### config.mk
export PLATFORM = sky130hd
export DESIGN_NAME = rf_link_keepalive_handshake_top_flat
export DESIGN_NICKNAME = d
export VERILOG_FILES = /design/src/rtl/rflk_pkg.sv /design/src/rtl/rflk_in_if.sv /design/src/rtl/rflk_out_if.sv /design/src/rtl/rflk_cfg.sv /design/src/rtl/rflk_step.sv /design/src/rtl/rf_link_keepalive_handshake_top.sv /design/src/flat_wrapper.sv
export VERILOG_INCLUDE_DIRS = /design/src /design/src/rtl
export SDC_FILE = /design/constraint.sdc
export NUM_CORES = 1
export LEC_CHECK = 0
export BUFFER_PORTS_ARGS = -buffer_cell sky130_fd_sc_hd__clkbuf_2
export CORE_UTILIZATION = 55
export DETAILED_ROUTE_END_ITERATION = 10
export GPL_TIMING_DRIVEN = 0
export PLACE_DENSITY = 0.74
export SYNTH_ARGS = -nofsm -noshare
export SYNTH_HDL_FRONTEND = slang
export SYNTH_SLANG_ARGS = --single-unit
export TNS_END_PERCENT = 30
### constraint.sdc
create_clock -name clk -period 8.61 [get_ports clk]
set_clock_uncertainty 0.15 [all_clocks]
set_input_delay 0.861 -clock clk [delete_from_list [all_inputs] [get_ports clk]]
set_output_delay 0.861 -clock clk [all_outputs]
set_load 0.05 [all_outputs]
### src/rtl/assert_macros.svh
// Shared assertion macros. Each checks on the rising edge of clk and is
// held off while rst is high.
`ifndef ASSERT_MACROS_SVH
`define ASSERT_MACROS_SVH

// Same-cycle implication: when ante holds, cons must hold at that edge.
`define ASSERT_SAME(lbl, ante, cons) \
  lbl: assert property (@(posedge clk) disable iff (rst) (ante) |-> (cons)) \
    else $error("assertion failed");

// Next-cycle implication: when ante holds, cons must hold at the next edge.
`define ASSERT_NEXT(lbl, ante, cons) \
  lbl: assert property (@(posedge clk) disable iff (rst) (ante) |=> (cons)) \
    else $error("assertion failed");

`endif

### src/rtl/rflk_pkg.sv
`timescale 1ns / 1ps
`default_nettype none

package rflk_pkg;

  localparam int CFG_IDX_W  = 2;
  localparam int CFG_DATA_W = 16;
  localparam int CODE_W     = 4;
  localparam int RX_W       = 32;
  localparam int NOW_W      = 32;

  // Configuration register indexes
  localparam logic [CFG_IDX_W-1:0] CFG_SLAVE_ROLE = 2'd0;
  localparam logic [CFG_IDX_W-1:0] CFG_POLL_PERIOD = 2'd1;
  localparam logic [CFG_IDX_W-1:0] CFG_MAX_TRIES = 2'd2;

  localparam logic [15:0] POLL_PERIOD_RST = 16'd1000;
  localparam logic [7:0]  MAX_TRIES_RST   = 8'd3;

  // Radio code words
  localparam logic [CODE_W-1:0] CODE_NONE     = 4'd0;
  localparam logic [CODE_W-1:0] CODE_HELLO_M  = 4'd5;
  localparam logic [CODE_W-1:0] CODE_HELLO_S  = 4'd6;
  localparam logic [CODE_W-1:0] CODE_AREUOK   = 4'd7;
  localparam logic [CODE_W-1:0] CODE_IMOK     = 4'd8;
  localparam logic [CODE_W-1:0] CODE_STILL    = 4'd9;
  localparam logic [CODE_W-1:0] CODE_IAMHERE  = 4'd10;

  typedef enum logic [2:0] {
    ST_SEARCHING = 3'd0,
    ST_FOUND     = 3'd1,
    ST_CONNECTED = 3'd2,
    ST_MAYLOST   = 3'd3,
    ST_LOST      = 3'd4
  } status_t;

  typedef struct packed {
    logic        slave_role;
    logic [15:0] poll_period_ms;
    logic [7:0]  max_tries;
  } cfg_t;

  typedef struct packed {
    status_t           link_status;
    logic [CODE_W-1:0] send_code;
    logic              rx_consumed;
  } step_out_t;

  function automatic logic [7:0] sat_inc(input logic [7:0] v);
    return (v == 8'hFF) ? v : v + 8'd1;
  endfunction

endpackage

`default_nettype wire

### src/rtl/rflk_in_if.sv
`timescale 1ns / 1ps
`default_nettype none

interface rflk_in_if;
  logic        valid;
  logic        ready;
  logic        action;
  logic [31:0] now_ms;
  logic [31:0] rx_code;

  modport source (output valid, action, now_ms, rx_code, input ready);
  modport sink (input valid, action, now_ms, rx_code, output ready);
endinterface

`default_nettype wire

### src/rtl/rflk_out_if.sv
`timescale 1ns / 1ps
`default_nettype none

interface rflk_out_if;
  logic       valid;
  logic       ready;
  logic [2:0] link_status;
  logic       send_valid;
  logic [3:0] send_code;
  logic       rx_consumed;

  modport source (output valid, link_status, send_valid, send_code, rx_consumed,
                  input ready);
  modport sink (input valid, link_status, send_valid, send_code, rx_consumed,
                output ready);
endinterface

`default_nettype wire

### src/rtl/rflk_cfg.sv
`timescale 1ns / 1ps
`default_nettype none

module rflk_cfg (
  input  wire logic                            clk,
  input  wire logic                            rst,
  input  wire logic                            wr_en,
  input  wire logic [rflk_pkg::CFG_IDX_W-1:0]  wr_index,
  input  wire logic [rflk_pkg::CFG_DATA_W-1:0] wr_data,
  output rflk_pkg::cfg_t                       cfg
);

  always_ff @(posedge clk) begin
    if (rst) begin
      cfg.slave_role     <= 1'b0;
      cfg.poll_period_ms <= rflk_pkg::POLL_PERIOD_RST;
      cfg.max_tries      <= rflk_pkg::MAX_TRIES_RST;
    end else if (wr_en) begin
      unique case (wr_index)
        rflk_pkg::CFG_SLAVE_ROLE:  cfg.slave_role     <= wr_data[0];
        rflk_pkg::CFG_POLL_PERIOD: cfg.poll_period_ms <= wr_data[15:0];
        rflk_pkg::CFG_MAX_TRIES:   cfg.max_tries      <= wr_data[7:0];
        default: ;  // unmapped index: drop the write
      endcase
    end
  end

endmodule

`default_nettype wire

### src/rtl/rflk_step.sv
`timescale 1ns / 1ps
`default_nettype none

module rflk_step #(
  parameter int TIME_BITS = 32
) (
  input  wire logic                       clk,
  input  wire logic                       rst,
  input  wire logic                       step_en,
  input  wire rflk_pkg::cfg_t             cfg,
  input  wire logic                       action,
  input  wire logic [rflk_pkg::NOW_W-1:0] now_ms,
  input  wire logic [rflk_pkg::RX_W-1:0]  rx_code,
  output rflk_pkg::step_out_t             step_out
);

  // Compare width: covers elapsed time and the 24-bit lost threshold
  localparam int LW = (TIME_BITS > 24) ? TIME_BITS : 24;

  rflk_pkg::status_t      status, status_next;
  logic [7:0]             try_count, try_next;
  logic [TIME_BITS-1:0]   last_poll_time, last_next;

  logic [rflk_pkg::RX_W-1:0]   rx;
  logic [TIME_BITS-1:0]        now_t, elapsed, period_t;
  logic [23:0]                 lost_lim;
  logic [16:0]                 may_lim;
  logic                        slave_code, master_code;
  logic [rflk_pkg::CODE_W-1:0] send;
  logic                        consumed;

  assign rx       = action ? rx_code : '0;
  assign now_t    = TIME_BITS'(now_ms);
  assign elapsed  = now_t - last_poll_time;
  assign period_t = TIME_BITS'(cfg.poll_period_ms);
  assign lost_lim = 24'(cfg.poll_period_ms) * 24'(cfg.max_tries);
  assign may_lim  = 17'(cfg.poll_period_ms) + 17'(cfg.poll_period_ms[15:1]);

  assign slave_code  = (rx == 32'(rflk_pkg::CODE_HELLO_S)) ||
                       (rx == 32'(rflk_pkg::CODE_IMOK)) ||
                       (rx == 32'(rflk_pkg::CODE_IAMHERE));
  assign master_code = (rx == 32'(rflk_pkg::CODE_HELLO_M)) ||
                       (rx == 32'(rflk_pkg::CODE_AREUOK)) ||
                       (rx == 32'(rflk_pkg::CODE_STILL));

  always_comb begin
    status_next = status;
    try_next    = try_count;
    last_next   = last_poll_time;
    send        = rflk_pkg::CODE_NONE;
    consumed    = 1'b0;
    if (!cfg.slave_role) begin
      if (slave_code) begin
        consumed = 1'b1;
        try_next = '0;
      end
      if (slave_code || (elapsed > period_t)) begin
        last_next = now_t;
        if (status != rflk_pkg::ST_CONNECTED && status != rflk_pkg::ST_MAYLOST) begin
          // handshake phase
          if (rx == 32'(rflk_pkg::CODE_HELLO_S)) begin
            status_next = rflk_pkg::ST_FOUND;
            send        = rflk_pkg::CODE_AREUOK;
            try_next    = rflk_pkg::sat_inc(try_next);
          end else if (rx == 32'(rflk_pkg::CODE_IMOK)) begin
            status_next = rflk_pkg::ST_CONNECTED;
          end else begin
            send     = rflk_pkg::CODE_HELLO_M;
            try_next = rflk_pkg::sat_inc(try_next);
          end
        end else if (rx != 32'(rflk_pkg::CODE_IAMHERE)) begin
          // keepalive probe, or give up once tries run out
          if (try_next < cfg.max_tries) begin
            send     = rflk_pkg::CODE_STILL;
            try_next = rflk_pkg::sat_inc(try_next);
            if (try_next == 8'd1) begin
              status_next = rflk_pkg::ST_CONNECTED;
            end else if (try_next == 8'd2) begin
              status_next = rflk_pkg::ST_MAYLOST;
            end
          end else begin
            status_next = rflk_pkg::ST_LOST;
          end
        end else begin
          try_next    = '0;
          status_next = rflk_pkg::ST_CONNECTED;
        end
      end
    end else begin
      if (master_code) begin
        consumed = 1'b1;
        try_next = '0;
      end
      if (rx == 32'(rflk_pkg::CODE_HELLO_M)) begin
        send        = rflk_pkg::CODE_HELLO_S;
        status_next = rflk_pkg::ST_FOUND;
        last_next   = now_t;
      end else if (rx == 32'(rflk_pkg::CODE_AREUOK)) begin
        send        = rflk_pkg::CODE_IMOK;
        status_next = rflk_pkg::ST_CONNECTED;
        last_next   = now_t;
      end else if (rx == 32'(rflk_pkg::CODE_STILL)) begin
        send        = rflk_pkg::CODE_IAMHERE;
        status_next = rflk_pkg::ST_CONNECTED;
        last_next   = now_t;
      end else if (LW'(elapsed) > LW'(lost_lim)) begin
        status_next = rflk_pkg::ST_LOST;
        last_next   = now_t;
      end else if (LW'(elapsed) > LW'(may_lim)) begin
        status_next = rflk_pkg::ST_MAYLOST;
      end
    end
  end

  always_ff @(posedge clk) begin
    if (rst) begin
      status         <= rflk_pkg::ST_SEARCHING;
      try_count      <= '0;
      last_poll_time <= '0;
    end else if (step_en) begin
      status         <= status_next;
      try_count      <= try_next;
      last_poll_time <= last_next;
    end
  end

  assign step_out.link_status = status_next;
  assign step_out.send_code   = send;
  assign step_out.rx_consumed = consumed;

endmodule

`default_nettype wire

### src/rtl/rf_link_keepalive_handshake_top.sv
`timescale 1ns / 1ps
`default_nettype none
// Channel  Dir  Fields
// poll     in   action, now_ms, rx_code
// result   out  link_status, send_valid, send_code, rx_consumed
//
// One poll word per cycle while the result register is empty or taken;
// each word passes the input register, then the result register.
// rst (synchronous, active high) clears status to searching, tries and
// poll time to zero, and restores register defaults.
// A stalled result holds its register; poll.ready drops only when both the
// input and result registers are full and the result is not taken.

module rf_link_keepalive_handshake_top #(
  parameter int TIME_BITS = 32
) (
  input  wire logic                            clk,
  input  wire logic                            rst,
  rflk_in_if.sink                              poll,
  rflk_out_if.source                           result,
  input  wire logic                            wr_en,
  input  wire logic [rflk_pkg::CFG_IDX_W-1:0]  wr_index,
  input  wire logic [rflk_pkg::CFG_DATA_W-1:0] wr_data
);

  rflk_pkg::cfg_t      cfg;
  rflk_pkg::step_out_t step_out;

  logic        s1_valid;
  logic        s1_action;
  logic [31:0] s1_now;
  logic [31:0] s1_rx;
  logic        s1_go;

  logic                out_valid;
  rflk_pkg::step_out_t out_word;

  assign s1_go      = s1_valid && (!out_valid || result.ready);
  assign poll.ready = !s1_valid || s1_go;

  rflk_cfg u_cfg (
    .clk      (clk),
    .rst      (rst),
    .wr_en    (wr_en),
    .wr_index (wr_index),
    .wr_data  (wr_data),
    .cfg      (cfg)
  );

  rflk_step #(.TIME_BITS(TIME_BITS)) u_step (
    .clk      (clk),
    .rst      (rst),
    .step_en  (s1_go),
    .cfg      (cfg),
    .action   (s1_action),
    .now_ms   (s1_now),
    .rx_code  (s1_rx),
    .step_out (step_out)
  );

  // input register
  always_ff @(posedge clk) begin
    if (rst) begin
      s1_valid <= 1'b0;
    end else if (poll.ready) begin
      s1_valid <= poll.valid;
    end
  end

  always_ff @(posedge clk) begin
    if (poll.valid && poll.ready) begin
      s1_action <= poll.action;
      s1_now    <= poll.now_ms;
      s1_rx     <= poll.rx_code;
    end
  end

  // result register
  always_ff @(posedge clk) begin
    if (rst) begin
      out_valid <= 1'b0;
    end else if (s1_go) begin
      out_valid <= 1'b1;
    end else if (result.ready) begin
      out_valid <= 1'b0;
    end
  end

  always_ff @(posedge clk) begin
    if (s1_go) begin
      out_word <= step_out;
    end
  end

  assign result.valid       = out_valid;
  assign result.link_status = out_word.link_status;
  assign result.send_code   = out_word.send_code;
  assign result.send_valid  = (out_word.send_code != rflk_pkg::CODE_NONE);
  assign result.rx_consumed = out_word.rx_consumed;

`include "assert_macros.svh"

  // a slave only transmits in answer to a master code it consumed
  `ASSERT_SAME(a_slave_reply_consumed, s1_go && cfg.slave_role && (step_out.send_code != rflk_pkg::CODE_NONE), step_out.rx_consumed)
  // are-you-ok is only sent on a consumed slave hello
  `ASSERT_SAME(a_areuok_consumed, out_valid && (out_word.send_code == rflk_pkg::CODE_AREUOK), out_word.rx_consumed)
  // a stalled input word stays in the input register
  `ASSERT_NEXT(a_s1_hold, s1_valid && !s1_go, s1_valid && $stable(s1_now) && $stable(s1_rx))

endmodule

`default_nettype wire
### src/flat_wrapper.sv
// flat-port wrapper written by rule: the top's interface ports become plain ports
module rf_link_keepalive_handshake_top_flat 
#(
  parameter int TIME_BITS = 32
)
  (clk, rst, wr_en, wr_index, wr_data, poll_valid, poll_action, poll_now_ms, poll_rx_code, poll_ready, result_valid, result_link_status, result_send_valid, result_send_code, result_rx_consumed, result_ready);
  rflk_in_if poll_i ();
  rflk_out_if result_i ();
  input  wire logic clk;
  input  wire logic rst;
  input  wire logic wr_en;
  input  wire logic [rflk_pkg::CFG_IDX_W-1:0] wr_index;
  input  wire logic [rflk_pkg::CFG_DATA_W-1:0] wr_data;
  input wire logic [$bits(poll_i.valid)-1:0] poll_valid;
  input wire logic [$bits(poll_i.action)-1:0] poll_action;
  input wire logic [$bits(poll_i.now_ms)-1:0] poll_now_ms;
  input wire logic [$bits(poll_i.rx_code)-1:0] poll_rx_code;
  output wire logic [$bits(poll_i.ready)-1:0] poll_ready;
  output wire logic [$bits(result_i.valid)-1:0] result_valid;
  output wire logic [$bits(result_i.link_status)-1:0] result_link_status;
  output wire logic [$bits(result_i.send_valid)-1:0] result_send_valid;
  output wire logic [$bits(result_i.send_code)-1:0] result_send_code;
  output wire logic [$bits(result_i.rx_consumed)-1:0] result_rx_consumed;
  input wire logic [$bits(result_i.ready)-1:0] result_ready;
  assign poll_i.valid = poll_valid;
  assign poll_i.action = poll_action;
  assign poll_i.now_ms = poll_now_ms;
  assign poll_i.rx_code = poll_rx_code;
  assign poll_ready = poll_i.ready;
  assign result_valid = result_i.valid;
  assign result_link_status = result_i.link_status;
  assign result_send_valid = result_i.send_valid;
  assign result_send_code = result_i.send_code;
  assign result_rx_consumed = result_i.rx_consumed;
  assign result_i.ready = result_ready;
  rf_link_keepalive_handshake_top #(.TIME_BITS(TIME_BITS)) u_core (.clk(clk), .rst(rst), .poll(poll_i), .result(result_i), .wr_en(wr_en), .wr_index(wr_index), .wr_data(wr_data));
endmodule
## Word-level counts from Yosys, hierarchy flattened

Index checks and enable logic that the tools add are counted.

| word-level totals | value |
|---|---|
| input port bits | 88 |
| output and inout bits | 11 |
| register bits after elaboration | 143 |
| word-level logic and storage cells | 106 |

| operators by class | value |
|---|---|
| equal/unequal tests | 16 |
| add/sub/neg operators | 3 |
| multiply operators | 1 |
| order comparisons | 4 |
| reductions and logical operators | 21 |
| multiplexer cells | 47 |

Operator list:

| operator | count |
|---|---|
| two-way mux 32 bit | 7 |
| equality test 32 x 3 -> 1 bit (second input constant) | 3 |
| equality test 32 x 4 -> 1 bit (second input constant) | 3 |
| two-way mux 8 bit | 11 |
| two-way mux 3 bit | 16 |
| > comparator 32 x 16 -> 1 bit | 1 |
| > comparator 32 x 17 -> 1 bit | 1 |
| > comparator 32 x 24 -> 1 bit | 1 |
| two-way mux 4 bit | 8 |
| != test 32 x 4 -> 1 bit (second input constant) | 1 |
| subtractor 32 bit | 1 |
| multiplier 16 x 8 -> 24 bit | 1 |
| adder 16 x 15 -> 17 bit | 1 |
| adder 8 x 1 -> 8 bit (second input constant) | 1 |
| equality test 8 x 1 -> 1 bit (second input constant) | 1 |
| equality test 8 x 2 -> 1 bit (second input constant) | 1 |
| equality test 8 bit (second input constant) | 1 |
| < comparator 8 bit | 1 |
| AND reduction 2 bit | 4 |
| logical OR 1 bit | 7 |
| != test 3 x 2 -> 1 bit (second input constant) | 2 |
| two-way mux 1 bit | 5 |
| != test 5 bit (second input constant) | 1 |
| nonzero test 2 bit | 2 |
| other kinds (8) | 11 |

## Logic depth before layout (Yosys ltp)

Gate-level depths: netlist of the first run.

| depth | value |
|---|---|
| word-level depth | 16 |
| depth in mapped cells | 32 |
| gate-level depth less buffers | 31 |

## Cells and area by module

From an unflattened synthesis of the first run, not the netlist that was laid out.

| second synthesis, totals | value |
|---|---|
| cell total of the unflattened synthesis | 1561 |
| area total of the unflattened synthesis | 14009.7 um^2 |

Modules (own cells, without submodules):

| module | seq. area each (um^2) | area each (um^2) | times used | cells an instance |
|---|---|---|---|---|
| rflk_step | 860.8 | 10631.4 | 1 | 1368 |
| rf_link_keepalive_handshake_top | 2232.1 | 2283.4 | 1 | 84 |
| rflk_cfg | 500.5 | 1094.8 | 1 | 109 |

## Worst setup path after synthesis of the first run

No wires, ideal clock.

| path | value |
|---|---|
| kind | register to register |
| start | register u_core.u_cfg.cfg[7] (netlist name) |
| end | register u_core.u_step.last_poll_time[10] |
| required time | 8.388 ns |
| path buffers | 2 |
| data arrival time | 6.889 ns |
| path slack | 1.499 ns |
| setup time | 0.072 ns |
| cell stages (with the launch flop) | 29 |
| clock period less this slack | 7.111 ns |
| path through | dfxtp_1 inv_1 clkbuf_1 nor2_1 fa_1 fa_1 fa_1 inv_1 fa_1 inv_1 ha_1 o41ai_1 o211ai_1 o311a_1 a41o_1 o41a_1 a21o_1 a21oi_1 xor2_1 ha_1 nand4_1 nor2_1 nand3_1 nand2_1 o21ai_0 nor2_1 a221oi_2 buf_6 mux2i_1 |

| on the way | value |
|---|---|
| cells in the longest elaborated chain, start to end | 4 |

Ends and longest elaborated chain:

| element | RTL line | RTL |
|---|---|---|
| multiplier 16 x 8 -> 24 bit | rflk_step.sv:36 | `assign lost_lim = 24'(cfg.poll_period_ms) * 24'(cfg.max_tries);` |
| > comparator 32 x 24 -> 1 bit | rflk_step.sv:106 | `end else if (LW'(elapsed) > LW'(lost_lim)) begin` |
| != test 5 bit (no line) | - |  |
| AND reduction 3 bit (no line) | - |  |
| end signal: assignment | rflk_step.sv:123 | `last_poll_time <= last_next;` |
| end: declaration | rflk_step.sv:22 | `logic [TIME_BITS-1:0] last_poll_time, last_next;` |

No other way between the ends.
A chain may end at the register's enable or synchronous reset.

## Final worst setup path of the first run

| path | value |
|---|---|
| start | register u_core.u_cfg.cfg[1] (netlist name) |
| end | register u_core.u_step.last_poll_time[10] |

| on the way | value |
|---|---|
| cells in the longest elaborated chain, start to end | 4 |

Ends and longest elaborated chain:

| element | RTL line |
|---|---|
| multiplier 16 x 8 -> 24 bit | rflk_step.sv:36 |
| > comparator 32 x 24 -> 1 bit | rflk_step.sv:106 |
| != test 5 bit (no line) | - |
| AND reduction 3 bit (no line) | - |

No other way between the ends.

==> out/metrics.csv, run 1 <==
stage,metric,value,unit
setup_path,crit_cells,29,
finish,fin_util,0.629,
grt,global_route.overflow_total,0,
power_and_ir_drop,p_clk_frac,0.342,
yosys,synth_area_leaders,"edfxtp_1 16%, ha_1 14%, fa_1 12%",
grt,grt_max_degree,35,
setup_path,r2r-start,u_core.u_cfg.cfg[1]$_SDFFE_PP1P_,
placed_design,io_buffer_count,98,
sta,final_max_slew_viol_count,0,
drt,drcViolationCount,0,
die,rows,57,
die,fp.dieW,160,um
min_path,hold_path.class,flop to flop,
grt,grt_first_pass_wirelength,57.3,mm
finish,diodes,0,
grt,grt_util_all_layers,0.279,
power_and_ir_drop,switchingPower,0.863,mW
power_and_ir_drop,p_comb_frac,0.336,
setup_path,critPathLaunch,u_core.u_cfg.cfg[1]$_SDFFE_PP1P_,
sta,fmax,0.122,GHz
clock_network,clk_latency,440,ps
die,dieArea,0.0257,mm^2
power_and_ir_drop,p_int,1.56,mW
setup_path,path_class,flop to flop,
placed_design,gp_congestion,0.915,
setup_path,path_buf_inv,5,
clock_network,clk_root_buffer_cell,clkbuf_16,
yosys,synthArstFlopShare,0,
min_path,min_path_cells,2,
drt,drt_pass1_iterations,5,
setup_path,cp.arrival,8440,ps
yosys,ys_seq_area_frac,0.260,
power_and_ir_drop,power_density,157,mW/mm^2
finish,seqCellArea,0.00359,mm^2
power_and_ir_drop,swShare,0.357,
sta,rsz0062_at_grt,false,
clock_network,cts_inserted_buffers,17,
yosys,synth_fp_nets,1892,
drt,drtIter0Drc,931,
placed_design,dp_slack,-330,ps
status,outcome,completed,
yosys,ys_types,87,
power_and_ir_drop,seq_power_share,0.322,
drt,vias,11700,
finish,syn_to_final_growth,11.5,%
yosys,ys_ff_latch,143,
sta,setup_slack,384,ps
die,initial_utilization,0.565,
setup_path,rr_worst_depth,29,
sta,worst_slew_pin_slew,946,ps
die,io_pins,99,
yosys,synth.most_common_cell,nor2_1,
setup_path,cp.required,8820,ps
sta,post-route-period-util,0.955,
yosys,synth_common_cells,"178 x nor2_1, 175 x inv_1, 157 x ha_1, 113 x nand2_1, 90 x a21oi_1",
drt,wl_per_cell,17.1,um
min_path,min_from,u_core.u_step.last_poll_time[3]$_SDFFE_PP0P_,
sta,slew_headroom,0.365,
sta,final.setup.tns,0,ps
clock_network,clkSlewWorstSetupHoldPaths,70,ps
clock_network,cts_sinks,143,
power_and_ir_drop,vdd.ir_drop.worst,0.124,mV
finish,instances_no_fill,2016,
setup_path,worst-path-max-fanout,10,
clock_network,cts_max_level,4,
yosys,synthCells,1561,
yosys,synth_edf_count,73,
sta,hold_violations,0,
finish,multi_input_area,0.00934,mm^2
grt,antenna_found_initial,0,
yosys,synth_area,0.0138,mm^2
power_and_ir_drop,leakagePower,6.86,nW
setup_path,cp_slowest_cell,clkbuf_1,
finish,fillers,2082,
drt,antenna_left,0,
yosys,ys.flop_type,edfxtp_1,
setup_path,cp_top_family,compound AO/OA/AOI/OAI gates,
yosys,yosysTopAreaCell,edfxtp_1,
grt,grt_pass1_vias,11700,
drt,vias_per_cell,5.82,
placed_design,hpwl,26.8,mm
setup_path,cp_slowest_stage_delay,660,ps
finish,final_nets,2010,
clock_network,cts_tree,done,
yosys,synth_top_area_share,0.159,
setup_path,crit_path_end_kind,flop,
sta,min_period,8230,ps
drt,drt_wl_total,34.5,mm
placed_design,place_inst,1984,
finish,drive_above_1_share,0.102,
die,core-area,0.0245,mm^2
die,die_y,160,um
sta,setup_viol,0,
yosys,syn_avg_cell_area,8.85,um^2
yosys,ys_warn_count,0,
run,maxCapViolCount,0,
clock_network,clockBufferDepth,2,
setup_path,cp-start-kind,flop,
==> power by group through the flow <==
stage / sequential (mW) / clock (mW) / combinational (mW)
global placement: 0.793 / 0 / 0.771
finish: 0.778 / 0.828 / 0.813
detailed placement: 0.793 / 0 / 0.793
floorplan: 0.791 / 0 / 0.586
CTS: 0.777 / 0.835 / 0.804
global route: 0.781 / 0.865 / 0.917
==> sequential cells by signal, indices dropped and copies added, names as in the netlist <==
| name | count |
|---|---|
| u_core.u_step.last_poll_time | 32 |
| u_core.u_step.try_count | 8 |
| u_core.s1_valid | 1 |
| u_core.s1_rx | 32 |
| u_core.s1_now | 32 |
| u_core.u_cfg.cfg | 25 |
| u_core.result.link_status | 3 |
| u_core.s1_action | 1 |
| u_core.result.rx_consumed | 1 |
| u_core.result.valid | 1 |
| u_core.result.send_code | 4 |
| u_core.u_step.status | 3 |
==> final timing paths <==
path | endpoint | slack, ps
max | u_core.u_step.last_poll_time[10]$_SDFFE_PP0P_ | 380
min | u_core.u_step.last_poll_time[3]$_SDFFE_PP0P_ | 320
max reg2reg | u_core.u_step.last_poll_time[10]$_SDFFE_PP0P_ | 380
min reg2reg | u_core.u_step.last_poll_time[3]$_SDFFE_PP0P_ | 320
==> layout by cell type, fill, tap and decap left out, types with 34 or more instances in the layout <==
master      n
inv_1     175
fa_1       86
dfxtp_1    70
a21oi_1    90
edfxtp_1   73
nand3_1    34
nor2_1    178
clkbuf_2  104
mux2i_1    41
nand2b_1   79
o21ai_0    51
nand2_1   113
ha_1      157
==> worst min-delay path, cell delays in order, from the launching register on <==
cell and delay (ps):
dfxtp_1 310, nand2b_1 60, mux2i_1 50
==> what timing repair did <==
| item | 4_1_cts | 5_1_grt |
|---|---|---|
| buffers inserted | 0 | 0 |
| hold buffers | 0 | 0 |
| endpoints found under the setup margin | 32 | 32 |
| gates resized for setup | 2 | 8 |
| gates cloned | 0 | 0 |
==> final cells by class <==
cell class / count / share of cell area
buffer: 46 / 0.0143
inverter: 183 / 0.0446
multi-input combinational: 1189 / 0.607
clock inverter: 15 / 0.0139
timing repair buffer: 99 / 0.0332
sequential: 143 / 0.233
tap: 324 / 0.0263
clock buffer: 17 / 0.0276
==> kinds of logic after synthesis <==
kind of cell	synth area share
AOI/OAI and AO/OA	0.149
adders and majority gates	0.267
buffers and inverters	0.0652
muxes	0.0297
and+or+nand+nor	0.194
DFF	0.260
xor gates and xnor gates	0.0349
==> metal layers <==
metal	GRT usage	vias up	share of wire
met5	0	-	0
met2	0.464	432	0.47
met3	0.0465	97	0.058
li1	-	5632	-
met1	0.352	5582	0.43
met4	0.135	0	0.040
==> through the flow <==
stage	hold WS, ps	power [mW]	area (um^2)
after CTS	329	2.42	15400
after global placement	309	1.56	14700
after global routing	347	2.56	15400
after detailed placement	317	1.59	14700
after floorplan	299	1.38	13800
final	325	2.42	15400
No activity file was read; power rests on OpenSTA's default activity.
==> run 2, diff against run 1 <==
--- a/config.mk
+++ b/config.mk
@@ -6,11 +6,12 @@
 export SDC_FILE = /design/constraint.sdc
 export NUM_CORES = 1
 export LEC_CHECK = 0
-export BUFFER_PORTS_ARGS = -buffer_cell sky130_fd_sc_hd__clkbuf_2
 export CORE_UTILIZATION = 55
 export DETAILED_ROUTE_END_ITERATION = 10
+export DONT_BUFFER_PORTS = 1
 export GPL_TIMING_DRIVEN = 0
-export PLACE_DENSITY = 0.74
+export PLACE_DENSITY = 0.7
+export SLEW_MARGIN = 5
 export SYNTH_ARGS = -nofsm -noshare
 export SYNTH_HDL_FRONTEND = slang
 export SYNTH_SLANG_ARGS = --single-unit
==> constraint.sdc (replaced) <==
create_clock -name clk -period 8.6 [get_ports clk]
set_clock_uncertainty 0.15 [all_clocks]
set_input_delay 0.86 -clock clk [delete_from_list [all_inputs] [get_ports clk]]
set_output_delay 0.86 -clock clk [all_outputs]
set_load 0.05 [all_outputs]
==> run 2 against run 1 <==
  * Worst hold slack got worse by 2.5 ps
  * Flip-flop and latch count did not move
  * First-iteration DRC count rose by 2.7%
  * Register-to-register slack got worse by 30 ps
  * Clock-buffer cell count did not move
  * Final area fell by 3.5%
  * Power fell by 2.9%
  * Final cell count fell by 4.9%
  * Critical path depth rose by 1
  * Non-clock buffer count fell by 98
  * Sequential power rose by 1%
  * Highest routed layer unchanged
==> out/metrics.csv, run 2 (same netlist as run 1, synthesis figures left out) <==
stage,metric,value,unit,change
die,fp.dieW,160,um,unchanged
finish,reg_top3,"u_core.s1_now: 32 flops, u_core.s1_rx: 32 flops, u_core.u_step.last_poll_time: 32 flops",,unchanged
drt,drt_wl_total,34.4,mm,was 34.5 mm
setup_path,cp_slowest_cell,dfxtp_1,,was clkbuf_1
clock_network,clk_root_buffer_cell,clkbuf_16,,unchanged
placed_design,dp_slack,-285,ps,was -330 ps
die,core-area,0.0245,mm^2,unchanged
drt,antenna_left,0,,unchanged
sta,post-route-period-util,0.959,,was 0.955
sta,min_period,8250,ps,was 8230 ps
grt,grt_pass1_vias,11100,,was 11.7k
die,die_y,160,um,unchanged
die,dieArea,0.0257,mm^2,unchanged
grt,grt_first_pass_wirelength,56.3,mm,was 57.3 mm
setup_path,worst-path-max-fanout,10,,unchanged
clock_network,cts_tree,done,,unchanged
setup_path,cp-start-kind,flop,,unchanged
setup_path,cp.required,8810,ps,was 8820 ps
sta,fmax,0.121,GHz,was 0.122 GHz
finish,drive_above_1_share,0.0464,,was 0.102
sta,worst_slew_pin_slew,908,ps,was 946 ps
drt,drt_pass1_iterations,6,,was 5
clock_network,clockBufferDepth,2,,unchanged
sta,rsz0062_at_grt,false,,unchanged
placed_design,gp_congestion,0.914,,was 0.915
die,rows,57,,unchanged
die,io_pins,99,,unchanged
status,outcome,completed,,unchanged
sta,slew_headroom,0.391,,was 0.365
setup_path,r2r-start,u_core.u_cfg.cfg[0]$_SDFFE_PP1P_,,was u_core.u_cfg.cfg[1]$_SDFFE_PP1P_
run,maxCapViolCount,0,,unchanged
setup_path,cp.arrival,8460,ps,was 8440 ps
placed_design,hpwl,26.7,mm,was 26.8 mm
finish,diodes,0,,unchanged
power_and_ir_drop,power_density,158,mW/mm^2,was 157 mW/mm^2
drt,drtIter0Drc,956,,was 931
setup_path,path_class,flop to flop,,unchanged
power_and_ir_drop,leakagePower,6.43,nW,was 6.86 nW
drt,drcViolationCount,0,,unchanged
finish,syn_to_final_growth,7.60,%,was 11.5%
clock_network,clkSlewWorstSetupHoldPaths,70,ps,about the same
min_path,min_from,u_core.u_step.last_poll_time[1]$_SDFFE_PP0P_,,was u_core.u_step.last_poll_time[3]$_SDFFE_PP0P_
finish,final_cell_mix,"178 x nor2_1, 175 x inv_1, 157 x ha_1",,unchanged
power_and_ir_drop,vdd.ir_drop.worst,0.125,mV,was 0.124 mV
min_path,hold_path.class,flop to flop,,unchanged
clock_network,cts_sinks,143,,unchanged
setup_path,crit_path_end_kind,flop,,unchanged
sta,setup_viol,0,,unchanged
placed_design,io_buffer_count,0,,was 98
drt,vias_per_cell,5.94,,was 5.82
grt,global_route.overflow_total,0,,unchanged
setup_path,critPathLaunch,u_core.u_cfg.cfg[0]$_SDFFE_PP1P_,,was u_core.u_cfg.cfg[1]$_SDFFE_PP1P_
drt,vias,11400,,was 11.7k
sta,setup_slack,353,ps,was 384 ps
clock_network,clk_latency,440,ps,about the same
grt,grt_util_all_layers,0.275,,was 0.279
clock_network,cts_max_level,4,,unchanged
drt,wl_per_cell,17.9,um,was 17.1 um
finish,fin_util,0.607,,was 0.629
sta,hold_violations,0,,unchanged
clock_network,cts_inserted_buffers,17,,unchanged
sta,final_max_slew_viol_count,0,,unchanged
die,initial_utilization,0.565,,unchanged
finish,final_nets,1912,,"was 2,010"
grt,grt_max_degree,36,,was 35
grt,antenna_found_initial,0,,unchanged
setup_path,cp_slowest_stage_delay,610,ps,was 660 ps
finish,layout_commonest_cell,nor2_1,,unchanged
==> run 2: cell count changes in the layout (fill, tap and decap cells not counted), sizes merged <==
| cell | before | now |
|---|---|---|
| clkbuf | 154 | 56 |
| clkinv | 10 | 12 |
| bufinv | 3 | 1 |
==> run 2: repair_timing <==
action / 4_1_cts / 5_1_grt
resized for setup: 2 / 8
hold buffers: 0 / 0
buffers inserted: 0 / 0
endpoints found under the setup margin: 32 / 32
==> run 2: path summary, 6_finish.rpt <==
check / slack (ps) / end / cells past startpoint
min reg2reg: 320 / u_core.u_step.last_poll_time[1]$_SDFFE_PP0P_ / 2
max: 350 / u_core.u_step.last_poll_time[18]$_SDFFE_PP0P_ / 30
max reg2reg: 350 / u_core.u_step.last_poll_time[18]$_SDFFE_PP0P_ / 30
min: 320 / u_core.u_step.last_poll_time[1]$_SDFFE_PP0P_ / 2
==> run 2: power breakdown <==
| part | internal, mW | switching, mW | total, mW |
|---|---|---|---|
| sequential | 0.754 | 0.0326 | 0.786 |
| combinational | 0.316 | 0.467 | 0.783 |
| clock | 0.416 | 0.363 | 0.779 |
| total | 1.49 | 0.863 | 2.35 |
==> run 2: cell type report <==
class	instances	area, um^2
multi-input cells	1189	9340
inverters	183	687
well taps	324	405
fillers	2125	9600
clock buffers	17	425
repair buffers	1	20.0
flip-flops and latches	143	3590
clock inverters	15	173
plain buffers	46	220
==> run 2: per-stage QoR <==
stage | std cells | setup TNS, ps | total power [mW] | hold slack [ps] | cell area, um^2
finish | 1918 | 0 | 2.35 | 322 | 14900
global route | 1918 | 0 | 2.49 | 345 | 14900
CTS | 1918 | 0 | 2.35 | 327 | 14900
detailed placement | 1886 | -7410 | 1.56 | 313 | 14200
global placement | 1885 | -6690 | 1.55 | 308 | 14200
floorplan | 1561 | 0 | 1.38 | 299 | 13800
==> run 2: metal layers <==
layer	global-route usage	up-vias	wire [um]
met4	0.117	0	1160
li1	-	5438	-
met2	0.466	390	16500
met1	0.349	5498	14600
met5	0	-	0
met3	0.0416	63	2110
==> run 2: critical path: cells and delay by family (launching register included) <==
| family | cells | cell delay (ps) |
|---|---|---|
| DFF | 1 | 610 |
| and+or+nand+nor | 9 | 1290 |
| buffers and inverters | 5 | 1020 |
| AOI/OAI and AO/OA | 9 | 2600 |
| adders and majority gates | 5 | 2080 |
| muxes | 1 | 220 |
| xor gates and xnor gates | 1 | 180 |
